<file path="config.mk">
export PLATFORM = sky130hd
export DESIGN_NAME = can_link_health_monitor
export DESIGN_NICKNAME = d
export VERILOG_FILES = /design/src/sv/clhm_pkg.sv /design/src/sv/clhm_cfg_regs.sv /design/src/sv/clhm_window.sv /design/src/sv/clhm_classifier.sv /design/src/sv/can_link_health_monitor.sv
export SDC_FILE = /design/constraint.sdc
export NUM_CORES = 1
export LEC_CHECK = 0
export ABC_AREA = 1
export BUFFER_PORTS_ARGS = -buffer_cell sky130_fd_sc_hd__buf_2
export CELL_PAD_IN_SITES_DETAIL_PLACEMENT = 0
export CELL_PAD_IN_SITES_GLOBAL_PLACEMENT = 2
export CORE_MARGIN = 8
export CORE_UTILIZATION = 42
export CTS_CLUSTER_SIZE = 12
export DETAILED_ROUTE_END_ITERATION = 6
export PLACE_DENSITY_LB_ADDON = 0.1
export SLEW_MARGIN = 25
export SYNTH_ARGS = -nofsm -noshare
export SYNTH_HDL_FRONTEND = slang
export SYNTH_SLANG_ARGS = --single-unit
</file>
<file path="constraint.sdc">
create_clock -name clk_i -period 18.75 [get_ports clk_i]
set_input_delay 2.8125 -clock clk_i [delete_from_list [all_inputs] [get_ports clk_i]]
set_output_delay 2.8125 -clock clk_i [all_outputs]
set_load 0.005 [all_outputs]
</file>
<file path="src/sv/clhm_pkg.sv">
package clhm_pkg;

  localparam int unsigned ERR_W     = 8;
  localparam int unsigned SUM_W     = 14;
  localparam int unsigned FILL_W    = 6;
  localparam int unsigned RUN_W     = 16;
  localparam int unsigned COUNT_W   = 32;
  localparam int unsigned TIME_W    = 32;
  localparam int unsigned CFG_IDX_W = 3;
  localparam int unsigned CFG_DATA_W = 32;

  localparam int unsigned AVG_WINDOW_DEF = 10;

  localparam logic [ERR_W-1:0]  LOW_ERROR_LIMIT_RST = 8'd10;
  localparam logic [ERR_W-1:0]  DEGRADED_LIMIT_RST  = 8'd50;
  localparam logic [ERR_W-1:0]  FAIL_LIMIT_RST      = 8'd100;
  localparam logic [RUN_W-1:0]  SILENT_SAMPLES_RST  = 16'd50;
  localparam logic [RUN_W-1:0]  CONFIRM_SAMPLES_RST = 16'd3;
  localparam logic [TIME_W-1:0] TIMEOUT_MS_RST      = 32'd5000;

  typedef enum logic [2:0] {
    LINK_UNKNOWN      = 3'd0,
    LINK_CONNECTED    = 3'd1,
    LINK_DISCONNECTED = 3'd2,
    LINK_DEGRADED     = 3'd3,
    LINK_SILENT       = 3'd4
  } link_state_e;

  typedef enum logic [CFG_IDX_W-1:0] {
    REG_LOW_ERROR_LIMIT = 3'd0,
    REG_DEGRADED_LIMIT  = 3'd1,
    REG_FAIL_LIMIT      = 3'd2,
    REG_SILENT_SAMPLES  = 3'd3,
    REG_CONFIRM_SAMPLES = 3'd4,
    REG_TIMEOUT_MS      = 3'd5
  } cfg_reg_e;

  typedef struct packed {
    logic               status_valid;
    logic [ERR_W-1:0]   rx_errors;
    logic [ERR_W-1:0]   tx_errors;
    logic               bus_off;
    logic [COUNT_W-1:0] message_count;
    logic [TIME_W-1:0]  now_ms;
  } clhm_in_t;

  typedef struct packed {
    link_state_e      link_state;
    logic             connected_event;
    logic             rotate_event;
    logic [ERR_W-1:0] avg_rx_error;
    logic [ERR_W-1:0] avg_tx_error;
    logic             average_ready;
  } clhm_out_t;

  typedef struct packed {
    logic [ERR_W-1:0]  low_error_limit;
    logic [ERR_W-1:0]  degraded_limit;
    logic [ERR_W-1:0]  fail_limit;
    logic [RUN_W-1:0]  silent_samples;
    logic [RUN_W-1:0]  confirm_samples;
    logic [TIME_W-1:0] timeout_ms;
  } clhm_cfg_t;

  typedef struct packed {
    logic             ready;
    logic [ERR_W-1:0] avg_rx;
    logic [ERR_W-1:0] avg_tx;
  } clhm_avg_t;

endpackage

</file>
<file path="src/sv/clhm_cfg_regs.sv">
module clhm_cfg_regs (
  input  logic                                clk_i,
  input  logic                                rst_ni,
  input  logic                                cfg_valid_i,
  input  logic [clhm_pkg::CFG_IDX_W-1:0]      cfg_index_i,
  input  logic [clhm_pkg::CFG_DATA_W-1:0]     cfg_data_i,
  output clhm_pkg::clhm_cfg_t                 cfg_o
);
  import clhm_pkg::*;

  clhm_cfg_t cfg_q;

  always_ff @(posedge clk_i or negedge rst_ni) begin
    if (!rst_ni) begin
      cfg_q.low_error_limit <= LOW_ERROR_LIMIT_RST;
      cfg_q.degraded_limit  <= DEGRADED_LIMIT_RST;
      cfg_q.fail_limit      <= FAIL_LIMIT_RST;
      cfg_q.silent_samples  <= SILENT_SAMPLES_RST;
      cfg_q.confirm_samples <= CONFIRM_SAMPLES_RST;
      cfg_q.timeout_ms      <= TIMEOUT_MS_RST;
    end else if (cfg_valid_i) begin
      // Indexes past the register list are dropped.
      unique case (cfg_reg_e'(cfg_index_i))
        REG_LOW_ERROR_LIMIT: cfg_q.low_error_limit <= cfg_data_i[ERR_W-1:0];
        REG_DEGRADED_LIMIT:  cfg_q.degraded_limit  <= cfg_data_i[ERR_W-1:0];
        REG_FAIL_LIMIT:      cfg_q.fail_limit      <= cfg_data_i[ERR_W-1:0];
        REG_SILENT_SAMPLES:  cfg_q.silent_samples  <= cfg_data_i[RUN_W-1:0];
        REG_CONFIRM_SAMPLES: cfg_q.confirm_samples <= cfg_data_i[RUN_W-1:0];
        REG_TIMEOUT_MS:      cfg_q.timeout_ms      <= cfg_data_i[TIME_W-1:0];
        default: ;
      endcase
    end
  end

  assign cfg_o = cfg_q;

endmodule

</file>
<file path="src/sv/clhm_window.sv">
module clhm_window #(
  parameter int unsigned AVG_WINDOW = clhm_pkg::AVG_WINDOW_DEF
) (
  input  logic                          clk_i,
  input  logic                          rst_ni,
  input  logic                          step_i,
  input  logic                          sample_i,
  input  logic [clhm_pkg::ERR_W-1:0]    rx_err_i,
  input  logic [clhm_pkg::ERR_W-1:0]    tx_err_i,
  output clhm_pkg::clhm_avg_t           avg_o
);
  import clhm_pkg::*;

  // The divisor is always the window length, so the quotient is a multiply by a
  // rounded-up reciprocal. A shift of SUM_W + clog2(window) is exact for every sum.
  localparam int unsigned RECIP_SHIFT = SUM_W + $clog2(AVG_WINDOW);
  localparam int unsigned RECIP_W     = RECIP_SHIFT + 1;
  localparam int unsigned PROD_W      = SUM_W + RECIP_W;
  localparam logic [RECIP_W-1:0] RECIP = RECIP_W'(
      ((64'd1 << RECIP_SHIFT) + 64'(AVG_WINDOW) - 64'd1) / 64'(AVG_WINDOW));

  logic [SUM_W-1:0]  rx_sum_q, rx_sum_d, tx_sum_q, tx_sum_d;
  logic [SUM_W-1:0]  rx_sum_new, tx_sum_new;
  logic [FILL_W-1:0] fill_q, fill_d, fill_new;
  logic [PROD_W-1:0] rx_prod, tx_prod;
  logic              close;

  always_comb begin
    rx_sum_new = rx_sum_q + (sample_i ? SUM_W'(rx_err_i) : '0);
    tx_sum_new = tx_sum_q + (sample_i ? SUM_W'(tx_err_i) : '0);
    fill_new   = fill_q + FILL_W'(sample_i);
    close      = fill_new >= FILL_W'(AVG_WINDOW);
    rx_prod    = PROD_W'(rx_sum_new) * PROD_W'(RECIP);
    tx_prod    = PROD_W'(tx_sum_new) * PROD_W'(RECIP);

    avg_o.ready  = close;
    avg_o.avg_rx = close ? rx_prod[RECIP_SHIFT +: ERR_W] : '0;
    avg_o.avg_tx = close ? tx_prod[RECIP_SHIFT +: ERR_W] : '0;

    rx_sum_d = close ? '0 : rx_sum_new;
    tx_sum_d = close ? '0 : tx_sum_new;
    fill_d   = close ? '0 : fill_new;
  end

  always_ff @(posedge clk_i or negedge rst_ni) begin
    if (!rst_ni) begin
      rx_sum_q <= '0;
      tx_sum_q <= '0;
      fill_q   <= '0;
    end else if (step_i) begin
      rx_sum_q <= rx_sum_d;
      tx_sum_q <= tx_sum_d;
      fill_q   <= fill_d;
    end
  end

  a_fill_below_window: assert property (@(posedge clk_i) disable iff (!rst_ni)
      fill_q < FILL_W'(AVG_WINDOW))
    else $error("window fill reached the window length without closing");

endmodule

</file>
<file path="src/sv/clhm_classifier.sv">
module clhm_classifier (
  input  logic                            clk_i,
  input  logic                            rst_ni,
  input  logic                            step_i,
  input  logic                            sample_i,
  input  logic                            bus_off_i,
  input  logic [clhm_pkg::COUNT_W-1:0]    message_count_i,
  input  logic [clhm_pkg::TIME_W-1:0]     now_ms_i,
  input  clhm_pkg::clhm_avg_t             avg_i,
  input  clhm_pkg::clhm_cfg_t             cfg_i,
  output clhm_pkg::link_state_e           link_state_o,
  output logic                            connected_event_o,
  output logic                            rotate_event_o
);
  import clhm_pkg::*;

  function automatic logic [RUN_W-1:0] sat_inc(input logic [RUN_W-1:0] v);
    return (v == '1) ? v : v + RUN_W'(1);
  endfunction

  link_state_e        state_q, state_d, proposal;
  logic [COUNT_W-1:0] last_count_q, last_count_d;
  logic [RUN_W-1:0]   conn_run_q, conn_run_d, disc_run_q, disc_run_d;
  logic               boff_seen_q, boff_seen_d;
  logic [TIME_W-1:0]  stamp_q, stamp_d, stamp_mid, elapsed;
  logic               msg, rx_low, tx_low, any_degraded, any_fail;

  always_comb begin
    boff_seen_d  = sample_i ? bus_off_i : boff_seen_q;
    msg          = message_count_i > last_count_q;
    last_count_d = msg ? message_count_i : last_count_q;
    conn_run_d   = msg ? sat_inc(conn_run_q) : '0;
    disc_run_d   = msg ? '0 : sat_inc(disc_run_q);

    rx_low       = avg_i.avg_rx < cfg_i.low_error_limit;
    tx_low       = avg_i.avg_tx < cfg_i.low_error_limit;
    any_degraded = (avg_i.avg_rx > cfg_i.degraded_limit) ||
                   (avg_i.avg_tx > cfg_i.degraded_limit);
    any_fail     = (avg_i.avg_rx > cfg_i.fail_limit) ||
                   (avg_i.avg_tx > cfg_i.fail_limit);

    proposal  = state_q;
    stamp_mid = stamp_q;
    priority if (boff_seen_d) begin
      proposal  = LINK_DISCONNECTED;
      stamp_mid = now_ms_i;
    end else if (msg) begin
      proposal  = (!(rx_low && tx_low) && any_degraded) ? LINK_DEGRADED : LINK_CONNECTED;
      stamp_mid = '0;
    end else begin
      // A stamp of zero means not armed, even when now_ms itself was zero.
      if (stamp_q == '0) begin
        stamp_mid = now_ms_i;
      end
      priority if (any_fail) begin
        proposal = LINK_DISCONNECTED;
      end else if (rx_low && tx_low) begin
        if (disc_run_d > cfg_i.silent_samples) begin
          proposal = LINK_SILENT;
        end
      end else begin
        proposal = LINK_UNKNOWN;
      end
    end

    // Entering connected or disconnected needs a confirmed run; other moves are immediate.
    state_d           = state_q;
    connected_event_o = 1'b0;
    if (proposal != state_q) begin
      priority if (proposal == LINK_CONNECTED) begin
        if (conn_run_d >= cfg_i.confirm_samples) begin
          state_d           = proposal;
          connected_event_o = 1'b1;
        end
      end else if (proposal == LINK_DISCONNECTED) begin
        if (disc_run_d >= cfg_i.confirm_samples) begin
          state_d = proposal;
        end
      end else begin
        state_d = proposal;
      end
    end

    elapsed        = now_ms_i - stamp_mid;
    rotate_event_o = (state_d == LINK_DISCONNECTED) && (stamp_mid != '0) &&
                     (elapsed > cfg_i.timeout_ms);
    stamp_d        = rotate_event_o ? '0 : stamp_mid;
  end

  assign link_state_o = state_d;

  always_ff @(posedge clk_i or negedge rst_ni) begin
    if (!rst_ni) begin
      state_q      <= LINK_UNKNOWN;
      last_count_q <= '0;
      conn_run_q   <= '0;
      disc_run_q   <= '0;
      boff_seen_q  <= 1'b0;
      stamp_q      <= '0;
    end else if (step_i) begin
      state_q      <= state_d;
      last_count_q <= last_count_d;
      conn_run_q   <= conn_run_d;
      disc_run_q   <= disc_run_d;
      boff_seen_q  <= boff_seen_d;
      stamp_q      <= stamp_d;
    end
  end

  a_rotate_clears_stamp: assert property (@(posedge clk_i) disable iff (!rst_ni)
      step_i && rotate_event_o |=> stamp_q == '0 && state_q == LINK_DISCONNECTED)
    else $error("rotate pulse left the disconnect stamp armed");

  a_runs_exclusive: assert property (@(posedge clk_i) disable iff (!rst_ni)
      conn_run_q == '0 || disc_run_q == '0)
    else $error("connect and disconnect runs are both nonzero");

endmodule

</file>
<file path="src/sv/can_link_health_monitor.sv">
// Channel   Direction  Handshake               Beat
// in        input      in_valid_i / in_stall_o  clhm_in_t, one health check
// out       output     out_valid_o / out_stall_i  clhm_out_t, one result per check
// cfg       input      cfg_valid_i / cfg_ready_o  register index and write data
//
// Each check passes through an input register and the update logic into the result
// register, and one check is taken per cycle while the input is not stalled.
// The link state, run counters and window sums update as a check leaves the input
// register. Reset clears them and the valid flags and loads the register defaults.
// A stalled result holds the result register; one more check may wait in the input
// register, after which the input stalls. Configuration writes are always ready.
module can_link_health_monitor #(
  parameter int unsigned AVG_WINDOW = clhm_pkg::AVG_WINDOW_DEF
) (
  input  logic                               clk_i,
  input  logic                               rst_ni,
  input  logic                               in_valid_i,
  output logic                               in_stall_o,
  input  clhm_pkg::clhm_in_t                 in_data_i,
  output logic                               out_valid_o,
  input  logic                               out_stall_i,
  output clhm_pkg::clhm_out_t                out_data_o,
  input  logic                               cfg_valid_i,
  output logic                               cfg_ready_o,
  input  logic [clhm_pkg::CFG_IDX_W-1:0]     cfg_index_i,
  input  logic [clhm_pkg::CFG_DATA_W-1:0]    cfg_data_i
);
  import clhm_pkg::*;

  clhm_in_t    in_q;
  logic        in_valid_q;
  clhm_out_t   out_q, result;
  logic        out_valid_q;
  logic        out_free, advance, accept;
  clhm_cfg_t   cfg;
  clhm_avg_t   avg;
  link_state_e link_state;
  logic        conn_ev, rot_ev;

  assign out_free   = !out_valid_q || !out_stall_i;
  assign advance    = in_valid_q && out_free;
  assign in_stall_o = in_valid_q && !out_free;
  assign accept     = in_valid_i && !in_stall_o;
  assign cfg_ready_o = 1'b1;

  clhm_cfg_regs u_cfg (
    .clk_i       (clk_i),
    .rst_ni      (rst_ni),
    .cfg_valid_i (cfg_valid_i),
    .cfg_index_i (cfg_index_i),
    .cfg_data_i  (cfg_data_i),
    .cfg_o       (cfg)
  );

  clhm_window #(.AVG_WINDOW(AVG_WINDOW)) u_window (
    .clk_i    (clk_i),
    .rst_ni   (rst_ni),
    .step_i   (advance),
    .sample_i (in_q.status_valid),
    .rx_err_i (in_q.rx_errors),
    .tx_err_i (in_q.tx_errors),
    .avg_o    (avg)
  );

  clhm_classifier u_classifier (
    .clk_i             (clk_i),
    .rst_ni            (rst_ni),
    .step_i            (advance),
    .sample_i          (in_q.status_valid),
    .bus_off_i         (in_q.bus_off),
    .message_count_i   (in_q.message_count),
    .now_ms_i          (in_q.now_ms),
    .avg_i             (avg),
    .cfg_i             (cfg),
    .link_state_o      (link_state),
    .connected_event_o (conn_ev),
    .rotate_event_o    (rot_ev)
  );

  always_comb begin
    result.link_state      = link_state;
    result.connected_event = conn_ev;
    result.rotate_event    = rot_ev;
    result.avg_rx_error    = avg.avg_rx;
    result.avg_tx_error    = avg.avg_tx;
    result.average_ready   = avg.ready;
  end

  always_ff @(posedge clk_i or negedge rst_ni) begin
    if (!rst_ni) begin
      in_valid_q  <= 1'b0;
      out_valid_q <= 1'b0;
    end else begin
      if (!in_stall_o) begin
        in_valid_q <= in_valid_i;
      end
      if (out_free) begin
        out_valid_q <= in_valid_q;
      end
    end
  end

  always_ff @(posedge clk_i) begin
    if (accept) begin
      in_q <= in_data_i;
    end
    if (advance) begin
      out_q <= result;
    end
  end

  assign out_valid_o = out_valid_q;
  assign out_data_o  = out_q;

  a_accept_fills_input: assert property (@(posedge clk_i) disable iff (!rst_ni)
      accept |=> in_valid_q)
    else $error("accepted beat did not land in the input register");

  a_advance_shows_result: assert property (@(posedge clk_i) disable iff (!rst_ni)
      advance |=> out_valid_o)
    else $error("processed beat did not reach the result register");

endmodule

</file>
==> reports/metrics.yaml, run 1 <==
run_status:
  outcome: "completed"
routing:
  routedLengthMet1_mm: 31.5
  first_pass_iters: 5
  vias: 20200
  vias_per_cell: 4.94
  met2WireLength_mm: 32.7
  routed_wirelength_mm: 68.2
  post_drt_wl_per_cell_microns: 16.7
  drt-initial-drc-count: 1048
  drc: 0
  wl_met3_mm: 2.61
  ant_nets: 0
  routed.top_layer: "met4"
clock_tree:
  post-cts-setup-buffer-count: 0
  hold_buffers: 0
  ctsResizeCount: 0
  clock_tree.htree_level_count: 2
  cts_root_buffer: "clkbuf_16"
  cts_sinks: 328
  cts_made_buffers: 42
  cts_tree: "yes"
  path_clk_slew_ns: 0.06
  clock_path_buffers: 3
  clk-insertion-delay-late_ns: 0.59
grt:
  grt_max_degree: 135
  gr-total-overflow: 0
  grt_first_pass_wirelength_mm: 110
  antenna_found_initial: 3
  track_usage_pct: 19.4
  grt_pass1_vias: 20700
logic_synthesis:
  synth_flop_cell: "dfrtp_1"
  yosys_warnings: 0
  yosysMostFrequentCell: "inv_1"
  synthTopCellsByArea: "dfrtp_1 20%, ha_1 18%, edfxtp_1 12%"
  yosysUniqueCellTypes: 56
  syn_nets: 3712
  synth_commonest_cells: "617 x inv_1, 547 x nand2_1, 384 x ha_1, 228 x a21oi_1, 206 x dfrtp_1"
  async_reset_ff_share_pct: 68.3
  yosys_register_bits: 328
  synth_top_area_share_pct: 19.7
  yosysTopAreaCell: "dfrtp_1"
  netlist_instances: 3083
  syn_area_sq_um: 26200
  ys_seq_area_share_pct: 33.4
  syn_area_per_cell_sq_um: 8.51
  synth_edf_count: 104
setup_path:
  crit_required_ns: 19.22
  timing.critical_path.slowest_stage_cell: "edfxtp_1"
  cp.arrival_ns: 11.73
  end_kind: "flip-flop"
  critical-path-max-stage-delay_ns: 0.81
  crit_top_cell: "inv_1"
  reg2regPathDepth: 54
  path_max_fanout: 33
  startpoint_type: "flip-flop"
  critPathKind: "flip-flop to flip-flop"
place:
  place.gp.congestion: 0.866
  place_area_sq_um: 27900
  hpwl_mm: 53.4
  io_buffers: 145
floorplan:
  start_util_pct: 42.5
  die_h_microns: 266
  io_pins: 147
  dieArea_sq_um: 70700
  die_x_microns: 266
  rows: 91
  core_area_sq_um: 61700
layout:
  regArea_sq_um: 8750
  multi_input_area_sq_um: 14900
  layout.nets: 3848
  syn2layout_area_growth_pct: 12.0
  drive_gt1_share_pct: 8.70
  nFillCells: 6099
  fin_area_sq_um: 29400
timing:
  setup_viol: 0
  fmax_ghz: 0.0889
  worst_slew_pin_slew_ns: 0.911
  fin_crit_sh_pct: 60.0
  min_period_ns: 11.25
  rsz0062_at_grt: "no"
  finalSetupTns_ns: 0
  final_max_slew_viol_count: 0
  clock_skew_ns: 0.0459
  hold_viol_final: 0
  relSlewSlack_pct: 39.2
worst_hold_path:
  whs_path_depth: 2
  hold_class: "flip-flop to flip-flop"
run:
  drv_cap: 0
## cell families (layout without fill, tap and decap cells)
group,Yosys count,in the layout,share of synthesized area [%]
compound gates,547,547,11.5
xor+xnor,80,80,2.67
mux,1,1,0.0382
fa+ha+maj,507,507,27.7
other cells,1,4,0.0143
flops,328,328,33.4
buf+inv,685,854,9.96
simple gates,934,934,14.8
## worst max-delay path: cells and delay by family, from the launching register on
family	cells	cell delay (ns)
adders and majority gates	10	4.05
and+or+nand+nor	17	2.31
AOI/OAI and AO/OA	17	3.04
xor gates and xnor gates	1	0.39
buffers and inverters	9	0.52
DFF	1	0.81
## area by class of cell
class	count	share of cell area [%]
Sequential cell	328	29.8
Tap cell	837	3.56
Clock buffer	56	3.96
Timing Repair Buffer	155	2.80
Clock inverter	21	1.19
Multi-Input combinational cell	2070	50.7
Antenna cell	3	0.0255
Inverter	622	7.95
## through the flow
stage / utilization [%] / std cells / hold slack (ns) / setup slack, ns
after floorplan: - / 3083 / 0.434 / 9.00
after global placement: 45.1 / 4012 / 0.466 / 7.76
after detailed placement: 45.2 / 4012 / 0.473 / 7.44
after CTS: 47.6 / 4089 / 0.487 / 7.39
after global routing: 47.6 / 4089 / 0.502 / 6.39
final: 47.6 / 4092 / 0.484 / 7.50
## layer usage
layer | GRT usage (%) | vias to the layer above
met3 | 2.66 | 73
met4 | 4.51 | 0
met2 | 33.3 | 297
li1 | - | 10300
met1 | 25.8 | 9585
met5 | 0 | -
## cells in the final DEF, fill, tap and decap left out, drive strengths merged, types with 20 or more instances in the layout
cell type	count
nand4	28
o21ai	195
a21oi	229
inv	622
nand2	560
edfxtp	104
buf	155
nand3	70
dfrtp	206
ha	384
clkbuf	56
fa	123
o22ai	36
xnor2	20
nor3	34
nor2	209
xor2	60
## path summary, 6_finish.rpt
kind                                       from                             to  slack [ns]
worst max-delay path                   in_q[81]       u_classifier.stamp_q[11]        7.50
worst min-delay path            u_cfg.cfg_o[61]                u_cfg.cfg_o[61]        0.48
worst max register to register         in_q[81]       u_classifier.stamp_q[11]        7.50
worst min register to register  u_cfg.cfg_o[61]                u_cfg.cfg_o[61]        0.48
max in group asynchronous                rst_ni                u_cfg.cfg_o[34]       15.16
min in group asynchronous                rst_ni  u_classifier.last_count_q[17]        2.23
## sequential cells by signal, summed over array words and instances, names as in the netlist
register / count
u_window.rx_sum_q: 14
u_classifier.last_count_q: 32
u_cfg.cfg_o: 88
u_classifier.disc_run_q: 16
in_q: 82
u_window.tx_sum_q: 14
in_valid_q: 1
out_data_o: 22
u_classifier.conn_run_q: 16
u_classifier.state_q: 3
u_classifier.stamp_q: 32
u_classifier.boff_seen_q: 1
out_valid_o: 1
u_window.fill_q: 6
Power of run 1 is not shown: default switching activity piles up to over one toggle a cycle in this logic, so the estimate is an artifact.
==> run 2, diff against run 1 <==
--- a/config.mk
+++ b/config.mk
@@ -10,7 +10,7 @@
 export CELL_PAD_IN_SITES_DETAIL_PLACEMENT = 0
 export CELL_PAD_IN_SITES_GLOBAL_PLACEMENT = 2
 export CORE_MARGIN = 8
-export CORE_UTILIZATION = 42
+export CORE_UTILIZATION = 39
 export CTS_CLUSTER_SIZE = 12
 export DETAILED_ROUTE_END_ITERATION = 6
 export PLACE_DENSITY_LB_ADDON = 0.1
==> constraint.sdc (replaced) <==
create_clock -name clk_i -period 11.41 [get_ports clk_i]
set_input_delay 1.7115 -clock clk_i [delete_from_list [all_inputs] [get_ports clk_i]]
set_output_delay 1.7115 -clock clk_i [all_outputs]
set_load 0.005 [all_outputs]
==> run 2 against run 1 <==
Die area rose by 7.2%. Worst hold slack barely moved. Setup slack got worse by 6.7 ns. Non-clock buffer count rose by 14. Sequential share of layout area fell by 0.18 points. Global-route usage fell by 0.82 points. Largest cell class unchanged.
==> reports/metrics.yaml, run 2 (synthesized netlist as in run 1, its figures left out) <==
setup_path:
  reg2regPathDepth: 54  # unchanged
  critical-path-top-delay-family: "adder cells"
  end_kind: "flip-flop"
  path_max_fanout: 17  # -48%
  startpoint_type: "flip-flop"
  timing.critical_path.slowest_stage_cell: "fa_1"
  critPathKind: "flip-flop to flip-flop"
  crit_required_ns: 11.88  # -7.34 ns
  path_depth: 54  # unchanged
  critical-path-max-stage-delay_ns: 0.55  # -0.26 ns
  cp.buffers_inverters: 9  # unchanged
  cp.arrival_ns: 11.09  # -0.64 ns
  crit_top_cell: "nand2_1"
routing:
  vias: 20400  # +0.71%
  routed_wirelength_mm: 69.7  # +2.3%
  drc: 0  # unchanged
  vias_per_cell: 4.91  # -0.50%
  wl_met3_mm: 2.33  # -11%
  met2WireLength_mm: 32.6  # -0.54%
  routedLengthMet1_mm: 33.3  # +5.7%
  drt-initial-drc-count: 1134  # +8.2%
  first_pass_iters: 5  # unchanged
  routed.top_layer: "met5"
  ant_nets: 0  # unchanged
  post_drt_wl_per_cell_microns: 16.8  # +1.1%
clock_tree:
  clk-insertion-delay-late_ns: 0.59  # about the same
  cts_tree: "yes"
  clock_path_buffers: 3  # unchanged
  clock_tree.htree_level_count: 2  # unchanged
  cts_sinks: 328  # unchanged
  cts_root_buffer: "clkbuf_16"
  hold_buffers: 0  # unchanged
  path_clk_slew_ns: 0.06  # about the same
  cts_made_buffers: 42  # unchanged
grt:
  antenna_found_initial: 2  # -1
  grt_first_pass_wirelength_mm: 112  # +1.4%
  gr-total-overflow: 0  # unchanged
  grt_pass1_vias: 20800  # +0.57%
  grt_max_degree: 83  # -39%
  track_usage_pct: 18.6  # -0.82 points
timing:
  clock_skew_ns: 0.0435  # -0.00246 ns
  setup_viol: 0  # unchanged
  final_max_slew_viol_count: 0  # unchanged
  final.setup.worst_slack_ns: 0.789  # -6.71 ns
  relSlewSlack_pct: 38.3  # -0.97 points
  fin_crit_sh_pct: 93.1  # +33 points
  hold_viol_final: 0  # unchanged
  worst_slew_pin_slew_ns: 0.926  # +0.0145 ns
  min_period_ns: 10.62  # -0.632 ns
  fmax_ghz: 0.0941  # +5.9%
floorplan:
  dieArea_sq_um: 75800  # +7.2%
  die_x_microns: 275  # +3.5%
  core_area_sq_um: 66900  # +8.4%
  start_util_pct: 39.2  # -3.3 points
  io_pins: 147  # unchanged
  rows: 95  # +4.4%
  die_h_microns: 275  # +3.5%
layout:
  mostFrequentLayoutCells: "615 x inv_1, 542 x nand2_1, 384 x ha_1"
  syn2layout_area_growth_pct: 12.7
  layout.nets: 3864  # +0.42%
  antenna_cells: 0  # -3
  drive_gt1_share_pct: 9.48  # +0.78 points
  final_common_cell: "inv_1"
  largest_reg_flops: 88  # unchanged
run_status:
  outcome: "completed"
run:
  drv_cap: 0  # unchanged
place:
  hpwl_mm: 54.5  # +2.2%
  io_buffers: 145  # unchanged
  place.gp.congestion: 0.879  # +1.4%
  dp_slack_ns: 0.342  # -7.09 ns
worst_hold_path:
  hold_class: "flip-flop to flip-flop"
  whs_path_depth: 2  # unchanged
## run 2: metal layers
layer | up-vias | global-route usage (%)
met5 | - | 0
met4 | 4 | 4.61
met1 | 9669 | 25.1
met2 | 306 | 31.1
met3 | 80 | 2.64
li1 | 10300 | -
## run 2: worst reg2reg max path, delay by kind of cell (launching register included)
family / cells / cell delay (ns)
AOI/OAI and AO/OA: 15 / 2.81
and+or+nand+nor: 20 / 2.02
adders and majority gates: 9 / 4.03
buffers and inverters: 9 / 0.84
DFF: 1 / 0.47
xor gates and xnor gates: 1 / 0.38
## run 2: layout make-up
type                       instances  area [sq um]
fill                            6671         37300
multi-input combinational       2072         15000
sequential                       328          8750
inverter                         622          2340
clock buffer                      65          1300
tap                              873          1090
timing repair buffer             169           936
clock inverter                    13           164
## run 2: path summary, 6_finish.rpt
check                           startpoint                            end  slack (ns)
min                        u_cfg.cfg_o[55]                u_cfg.cfg_o[55]        0.48
max in group asynchronous           rst_ni  u_classifier.last_count_q[22]        9.08
max reg2reg                       in_q[81]        u_classifier.stamp_q[9]        0.79
max                               in_q[81]        u_classifier.stamp_q[9]        0.79
min reg2reg                u_cfg.cfg_o[55]                u_cfg.cfg_o[55]        0.48
min in group asynchronous           rst_ni           u_window.rx_sum_q[0]        1.10
## run 2: stage by stage
stage	instance area [sq um]	utilization [%]	hold WS (ns)	setup TNS, ns	cells
floorplan	26200	-	0.434	0	3083
global placement	27900	41.8	0.467	0	4056
detailed placement	28000	41.8	0.473	0	4056
CTS	29400	44.0	0.488	0	4134
global route	29600	44.2	0.497	-0.527	4142
finish	29600	44.2	0.484	0	4142
## run 2: repair_timing
| action | in CTS | in global routing |
|---|---|---|
| setup endpoints to repair | 0 | 40 |
| buffers inserted | 0 | 6 |
| resized for setup | 0 | 16 |
Power of run 2 is left out for the same reason.
